<file path="src/sv/sip_pkg.sv">
// ----------------------------------------------------------------------------
// sip_pkg: shared types and constants for the segment intersection pipeline
// Widths of every intermediate result follow from the coordinate width.
// ----------------------------------------------------------------------------
package sip_pkg;

   localparam int COORD_BITS = 13;
   localparam int DIFF_BITS  = COORD_BITS + 1;
   localparam int PROD_BITS  = 2 * DIFF_BITS;
   localparam int SIDE_BITS  = PROD_BITS + 2;
   localparam int DEN_BITS   = PROD_BITS + 1;
   localparam int TRI_BITS   = 3 * DIFF_BITS;
   localparam int NUM_BITS   = TRI_BITS + 2;
   localparam int QUO_BITS   = COORD_BITS + 1;
   localparam int DIV_STEPS  = QUO_BITS;
   // Four front stages, one magnitude stage, the divider and the output register.
   localparam int LATENCY    = 6 + DIV_STEPS;

   typedef logic signed [COORD_BITS-1:0] coord_type;
   typedef logic signed [DIFF_BITS-1:0]  diff_type;
   typedef logic signed [PROD_BITS-1:0]  prod_type;
   typedef logic signed [SIDE_BITS-1:0]  side_type;
   typedef logic signed [DEN_BITS-1:0]   den_type;
   typedef logic signed [TRI_BITS-1:0]   tri_type;
   typedef logic signed [NUM_BITS-1:0]   num_type;
   typedef logic        [NUM_BITS-1:0]   mag_type;
   typedef logic        [QUO_BITS-1:0]   quo_type;

   localparam quo_type   QUO_POS_MAX = quo_type'((2 ** (COORD_BITS - 1)) - 1);
   localparam quo_type   QUO_NEG_MAX = quo_type'(2 ** (COORD_BITS - 1));
   localparam coord_type COORD_MAX   = coord_type'((2 ** (COORD_BITS - 1)) - 1);
   localparam coord_type COORD_MIN   = coord_type'(-(2 ** (COORD_BITS - 1)));

   typedef struct packed {
      logic    valid;
      logic    crosses;
      logic    degen;
      num_type num_x;
      num_type num_y;
      den_type den;
   } front_type;

   typedef struct packed {
      logic    valid;
      logic    crosses;
      logic    degen;
      logic    neg_x;
      logic    neg_y;
      mag_type rem_x;
      mag_type rem_y;
      mag_type dsh;
      quo_type q_x;
      quo_type q_y;
   } div_type;

endpackage

</file>
<file path="src/sv/sip_div_step.sv">
// ----------------------------------------------------------------------------
// sip_div_step: one restoring division step for both coordinates
// The shared divisor is shifted right by one on the way to the next step.
// ----------------------------------------------------------------------------
module sip_div_step import sip_pkg::*; (
   input  logic    clock,
   input  logic    reset,
   input  div_type stage_in,
   output div_type stage_out
);

   logic    ge_x, ge_y;
   div_type stage_in_c;

   always_comb begin
      ge_x = (stage_in.rem_x >= stage_in.dsh);
      ge_y = (stage_in.rem_y >= stage_in.dsh);
      stage_in_c       = stage_in;
      stage_in_c.rem_x = ge_x ? (stage_in.rem_x - stage_in.dsh) : stage_in.rem_x;
      stage_in_c.rem_y = ge_y ? (stage_in.rem_y - stage_in.dsh) : stage_in.rem_y;
      stage_in_c.dsh   = stage_in.dsh >> 1;
      stage_in_c.q_x   = {stage_in.q_x[QUO_BITS-2:0], ge_x};
      stage_in_c.q_y   = {stage_in.q_y[QUO_BITS-2:0], ge_y};
   end

   div_type stage_ff;

   always_ff @(posedge clock) begin
      if (reset) stage_ff <= '0;
      else       stage_ff <= stage_in_c;
   end

   assign stage_out = stage_ff;

endmodule

</file>
<file path="config.mk">
export PLATFORM = sky130hd
export DESIGN_NAME = sip_div_step
export DESIGN_NICKNAME = d
export VERILOG_FILES = /design/src/sv/sip_pkg.sv /design/src/sv/sip_div_step.sv
export SDC_FILE = /design/constraint.sdc
export NUM_CORES = 1
export LEC_CHECK = 0
export BUFFER_PORTS_ARGS = -buffer_cell sky130_fd_sc_hd__buf_2
export CAP_MARGIN = 10
export CELL_PAD_IN_SITES_DETAIL_PLACEMENT = 0
export CELL_PAD_IN_SITES_GLOBAL_PLACEMENT = 1
export CORE_UTILIZATION = 30
export CTS_BUF_LIST = sky130_fd_sc_hd__clkbuf_16
export CTS_CLUSTER_DIAMETER = 80
export DETAILED_ROUTE_END_ITERATION = 10
export PLACE_DENSITY_LB_ADDON = 0.1
export SYNTH_ARGS = -nofsm -noshare
export SYNTH_HDL_FRONTEND = slang
export SYNTH_SLANG_ARGS = --single-unit
</file>
<file path="constraint.sdc">
create_clock -name clock -period 4.7 [get_ports clock]
set_input_delay 0.94 -clock clock [delete_from_list [all_inputs] [get_ports clock]]
set_output_delay 0.94 -clock clock [all_outputs]
set_load 0.05 [all_outputs]
</file>
After elaboration in Yosys (flattened, before gate mapping)
Index checks and enable logic that the tools add are counted.

cells by class
  order comparisons = 2
  add/sub/neg operators = 2
  mux-type cells = 2

operators with widths
  kind              number
  $ge A44 B44 Y1    2
  $mux W44          2
  $sub A44 B44 Y44  2

word-level totals
  output and inout port bits = 165
  register bits after elaboration = 165

Longest topological paths before layout
Gate-level depths: netlist of run 1.

  depth in word-level cells = 2
  mapped depth = 16

Least setup slack after synthesis of run 1
Ideal clock, no wire load.

  path type = input port to flip-flop
  from = input stage_in[116] in the netlist's numbering
  to = register stage_ff (netlist bit stage_out[154])
  data arrival time = 3.542 ns
  library setup time = 0.128 ns
  stages = 15
  setup slack = 1.030 ns
  cell sequence = inv_1 > ha_1 > fa_1 > nor2b_1 > o21bai_1 > a21boi_2 > and4b_4 > o31ai_4 > a31oi_4 > nor4bb_4 > or3b_1 > buf_6 > buf_8 > mux2i_1 > nor2_1

between the ends
  word-level cells in the longest chain between the ends = 2
  elaborated cells on any way between the ends = 3

RTL lines
  item                                                RTL line                                source
  start: declaration                                  sip_div_step.sv:8                       input div_type stage_in,
  $sub A44 B44 Y44 or $ge A44 B44 Y1 (tied branches)  sip_div_step.sv:19, sip_div_step.sv:16
  $mux W44 *                                          sip_div_step.sv:19                      stage_in_c.rem_x = ge_x ? (stage_in.rem_x - stage_in.dsh) : stage_in.rem_x;
  end signal: assignment                              sip_div_step.sv:30                      else stage_ff <= stage_in_c;
  end: declaration                                    sip_div_step.sv:26                      div_type stage_ff;

Mark *: on every way between the ends. The rest lies on a longest branch, timed or not.
A chain may end at the register's enable or synchronous reset.

Final worst setup path of run 1
  from = input stage_in[28] in the netlist's numbering
  to = register stage_ff (netlist bit stage_out[72])

between the ends
  word-level cells in the longest chain between the ends = 2
  elaborated cells on any way between the ends = 3

RTL lines
  item                                                RTL line                                source
  $sub A44 B44 Y44 or $ge A44 B44 Y1 (tied branches)  sip_div_step.sv:20, sip_div_step.sv:17
  $mux W44 *                                          sip_div_step.sv:20                      stage_in_c.rem_y = ge_y ? (stage_in.rem_y - stage_in.dsh) : stage_in.rem_y;

Marks and branches as above.

==> results.yml, run 1 <==
synth:
  synth_area_leaders: "dfxtp_1 33%, ha_1 11%, nor2_1 7.6%"
  synth_fa_ha_area_frac: 0.1132
  ys_async_sr_fraction: 0
  netlist_area_mm2: 0.01008
  synth-seq-cells: 164
  synth.avg_cell_area_um2: 8.243
  synth_xor_area_frac: 0.06777
  synth-compound-area-share: 0.2115
  ys.flop_type: "dfxtp_1"
  yosysWarnings: 0
  synth_enable_flop_cells: 0
  synth_top_cell_area_share: 0.3257
  synthSimpleGateAreaFrac: 0.1853
  synthMuxAreaShare: 0.04468
  syn_inst: 1223
  ys_seq_area_frac: 0.3257
  ys_types: 73
  yosysTopAreaCell: "dfxtp_1"
  synth_nets: 1480
  synth_top_family_by_area: "compound AO/OA/AOI/OAI gates"
global_route:
  antenna_found_initial: 2
  overflow: 0
  grt_usage: 0.2077
  grt_pass1_vias: 9237
  grt_pass1_wl_um: 53380
  grt_max_degree: 61
power_and_ir_drop:
  power.leakage_nw: 6.390
  p_per_area_mw_per_mm2: 367.4
  intPower_w: 0.002863
  ir_worst_vdd_mv: 0.2478
  power.net_switching_w: 0.001832
  finalPower_w: 0.004694
  p_clk_frac: 0.305
  p_comb_frac: 0.367
  p_sw_frac: 0.3902
  power_frac_seq: 0.329
critical_path:
  path_class: "in2reg"
  critPathMaxStageDelay_ps: 400
  crit_path_end_kind: "flop"
  cpMaxStageDelayCell: "fa_1"
  crit_path_max_fanout: 41
  crit_top_cell: "o21ai_1"
  crit_arrival_ps: 4180
  cp_cell_sequence: "buf_2, ha_1, fa_1, nor2b_1, o21a_1, o21ai_1, a211oi_2, o211ai_1, a211o_1, o21ai_1, a31oi_1, o21ai_4, buf_12, nor2_1, a211oi_1"
  start_kind: "input port"
  critical_path_required_ps: 5020
timing:
  final_max_slew_viol_count: 0
  fmax_ghz: 0.2592
  max_slew_margin: 0.5496
  layout_min_cycle_time_ps: 3859
  fin_tns_setup_ps: 0
  final-setup-viol-count: 0
  worst_pin_slew_ps: 675.6
  final_hold_viol_count: 0
  rsz0062_at_grt: "false"
  post-route-period-util: 0.8210
run:
  drv_cap: 0
place:
  place_congestion: 0.8438
  hpwlAfterDp_um: 28880
  port_buffers: 328
hold_path:
  hold_class: "in2reg"
detailed_routing:
  routedWlPerCell_um: 18.07
  drt_iter0_drc: 440
  via_per_inst: 4.803
  drc: 0
  ant_nets: 0
  dr_total_vias: 9519
  routed_wl_um: 35810
  firstDrtPassIters: 5
clock_network:
  cts_root_buffer: "clkbuf_16"
  h-tree-depth: 4
  clock-sinks: 164
  ctsHoldBuffers: 0
  cts_tree: "done"
  postCtsSetupBuffers: 0
  numCtsBuffers: 17
  cts_resized: 0
  cts.path.max_buffers: 2
  clk_pin_slew_ps: 60
die:
  core_mm2: 0.03278
  rows: 66
  die_x_um: 185.3
  die_area_mm2: 0.03434
  fp.dieH_um: 185.3
  pin_count: 332
  start_util: 0.3075
final_layout:
  final_common_cell: "buf_2"
  largest_register_ff_count: 164
  final_cell_mix: "327 x buf_2, 205 x nor2_1, 164 x dfxtp_1"
  layout-drive-gt1-share: 0.2601
  area_growth_pct: 26.73
  final_net_count: 1782
outcome:
  outcome: "finished clean"
cells by family after synthesis:
kind of cell,Yosys count
muxes,45
adders and majority gates,90
xor gates and xnor gates,78
AOI/OAI and AO/OA,319
buffers and inverters,124
and+or+nand+nor,402
DFF,164
other,1
synthesized netlist by cell type, drive strengths merged (4+ instances only):
master  number
xnor2       45
nand3       12
nor2b       45
inv         61
a211oi      14
a21o        66
nand3b       4
ha          88
xor2        33
o21bai      13
nor4         5
o21ai       48
nor3        18
buf         19
clkbuf      44
o211ai       5
a21oi      115
nand4       24
dfxtp      164
mux2i       45
a31oi       15
nand2b       9
o21a         8
nor2       205
nand2       61
cell type report:
type,count,area [um^2]
Multi-Input combinational cell,935,6296
Timing Repair Buffer,346,1829
Sequential cell,164,3283
Clock buffer,17,425.4
Antenna cell,2,5.005
Inverter,61,229.0
Fill cell,3567,20010
Clock inverter,15,155.1
Tap cell,442,553.0
stage by stage:
step / worst slack (ps) / cells / area (um^2) / hold WS [ps] / utilization
6_report: 841.2 / 1982 / 12780 / 701.7 / 0.3897
5_1_grt: 623.0 / 1981 / 12770 / 682.7 / 0.3896
4_1_cts: 820.6 / 1980 / 12770 / 675.9 / 0.3896
3_5_place_dp: 356.0 / 1948 / 12190 / 1152 / 0.3718
3_3_place_gp: 368.7 / 1948 / 12190 / 1147 / 0.3718
2_1_floorplan: 1030 / 1223 / 10080 / 1068 / -
path summary, 6_finish.rpt:
path | cells after the start | to | start | slack, ps
worst min-delay path | 2 | stage_out[21]$_SDFF_PP0_ | stage_in[20] | 700
worst max-delay path | 15 | stage_out[72]$_SDFF_PP0_ | stage_in[28] | 840
power groups by stage:
| stage | clock, W | combinational, W | sequential (W) |
|---|---|---|---|
| final | 0.00143 | 0.00172 | 0.00154 |
| after global routing | 0.00153 | 0.00187 | 0.00156 |
| after CTS | 0.00148 | 0.00173 | 0.00155 |
| after detailed placement | 0 | 0.00172 | 0.00158 |
| after global placement | 0 | 0.00173 | 0.00158 |
| after floorplan | 0 | 0.000827 | 0.00202 |
metal layers:
metal,share of wire,wire (um),GRT usage
met5,0.00036,13,0
met4,0.022,772,0.06744
met3,0.052,1849,0.04090
met2,0.46,16460,0.3425
met1,0.47,16720,0.2694
worst max-delay path: cells and delay by family:
| family | cells | cell delay (ps) |
|---|---|---|
| buffers and inverters | 2 | 410 |
| adders and majority gates | 2 | 630 |
| AOI/OAI and AO/OA | 9 | 1940 |
| and+or+nand+nor | 2 | 210 |
No activity file was read; power rests on OpenSTA's default activity.
==> run 2: changes to the inputs <==
==> constraint.sdc (replaced) <==
create_clock -name clock -period 3.4 [get_ports clock]
set_input_delay 0.68 -clock clock [delete_from_list [all_inputs] [get_ports clock]]
set_output_delay 0.68 -clock clock [all_outputs]
set_load 0.05 [all_outputs]
==> run 2 against run 1 <==
  * Worst hold slack worse by 260 ps
  * Sequential share of layout area is 3.5 points lower
  * Clock-buffer cell count stayed put
  * Final area is 16% higher
  * Worst setup slack worse by 710 ps
  * Combinational power is 62% higher
  * Flip-flop and latch count stayed put
  * Non-clock buffer count is 235 higher
  * Die area stayed put
  * Total power is 47% higher
  * Clock power is 36% higher
==> results.yml, run 2 (synthesis results as in run 1) <==
outcome:
  outcome: "finished clean"
die:
  core_mm2: 0.03278
  die_area_mm2: 0.03434
  rows: 66
  die_x_um: 185.3
  pin_count: 332
  start_util: 0.3075
  fp.dieH_um: 185.3
run:
  drv_cap: 0
global_route:
  antenna_found_initial: 5
  overflow: 0
  grt_pass1_vias: 10200
  grt_pass1_wl_um: 55450
  grt_usage: 0.2143
  grt_max_degree: 68
power_and_ir_drop:
  power.leakage_nw: 7.588
  finalPower_w: 0.006877
  p_per_area_mw_per_mm2: 465.0
  ir_worst_vdd_mv: 0.3517
clock_network:
  cts.path.max_buffers: 2
  cts_tree: "done"
  cts_root_buffer: "clkbuf_16"
  numCtsBuffers: 17
  h-tree-depth: 4
  clk_pin_slew_ps: 70
  clock-sinks: 164
critical_path:
  path_class: "in2reg"
  crit_path_end_kind: "flop"
  cpMaxStageDelayCell: "or3b_1"
  start_kind: "input port"
  critPathMaxStageDelay_ps: 370
  cp_cell_sequence: "buf_2, ha_2, fa_2, nor2b_2, o21bai_2, a21boi_2, and4b_4, o31ai_4, a31oi_4, nor4bb_4, nor3b_4, buf_12, or3b_1, a21oi_1"
  crit_path_max_fanout: 6
  crit_arrival_ps: 3650
  critical_path_required_ps: 3780
detailed_routing:
  ant_nets: 0
  drt_iter0_drc: 432
  routedWlPerCell_um: 16.93
  routed_wl_um: 37540
  drc: 0
  dr_total_vias: 10370
  via_per_inst: 4.675
  firstDrtPassIters: 5
timing:
  fmax_ghz: 0.3056
  final_hold_viol_count: 0
  layout_min_cycle_time_ps: 3272
  post-route-period-util: 0.9623
  final-setup-viol-count: 0
  fin_tns_setup_ps: 0
  final_max_slew_viol_count: 0
  rsz0062_at_grt: "true"
place:
  place_congestion: 0.8759
  port_buffers: 328
  hpwlAfterDp_um: 30890
  dp.cells: 2174
final_layout:
  layout-drive-gt1-share: 0.3666
  largest_register_ff_count: 164
  final_common_cell: "buf_2"
  nFillCells: 3418
  final_cells: 2218
  area_growth_pct: 46.70
  final_cell_mix: "327 x buf_2, 235 x buf_4, 205 x nor2_1"
  final_net_count: 2017
hold_path:
  hold_class: "in2reg"
[run 2: path summary, 6_finish.rpt]
| check | end | depth (start not counted) | slack (ps) | start |
|---|---|---|---|---|
| max | stage_out[151]$_SDFF_PP0_ | 14 | 130 | stage_in[28] |
| min | stage_out[162]$_SDFF_PP0_ | 2 | 440 | stage_in[162] |
[run 2: metrics by stage]
step | util | instance area, um^2 | hold WS (ps) | worst slack, ps
after floorplan | - | 10080 | 808.2 | 13.69
after global placement | 0.4259 | 13960 | 888.4 | -413.6
after detailed placement | 0.4259 | 13960 | 893.6 | -402.2
after CTS | 0.4436 | 14540 | 415.2 | 68.63
after global routing | 0.4511 | 14790 | 419.1 | -26.74
final | 0.4511 | 14790 | 444.1 | 128.1
[run 2: layout make-up]
class	instances	area (um^2)	area share
Clock buffer	17	425.4	0.02876
Multi-Input combinational cell	935	6374	0.4310
Inverter	61	229.0	0.01548
Timing Repair Buffer	581	3761	0.2543
Tap cell	442	553.0	0.03739
Sequential cell	164	3283	0.2220
Antenna cell	3	7.507	0.0005076
Clock inverter	15	156.4	0.01058
[run 2: report_power, final]
group          switching [W]  total (W)  leakage [nW]  internal [W]
clock network       0.000865    0.00195         0.284       0.00109
registers          0.0000443    0.00214          1.37       0.00209
logic                0.00170    0.00279          5.94       0.00109
total                0.00261    0.00688          7.59       0.00427
[run 2: routing by layer]
metal,wire [um],track usage
met1,17130,0.2719
met2,17970,0.3643
met3,1884,0.04404
met4,532,0.05884
met5,27,0
[run 2: timing repair]
item / in CTS / in global routing
hold buffers: 0 / 0
setup buffers: 0 / 4
gates resized for setup: 0 / 24
setup endpoints to repair: 0 / 67
[run 2: worst max-delay path, delay by kind of cell]
family                   cells  cell delay, ps
AO/OA/AOI/OAI                5             890
buffers and inverters        2             300
adder cells (fa/ha/maj)      2             550
AND/OR/NAND/NOR              5            1220
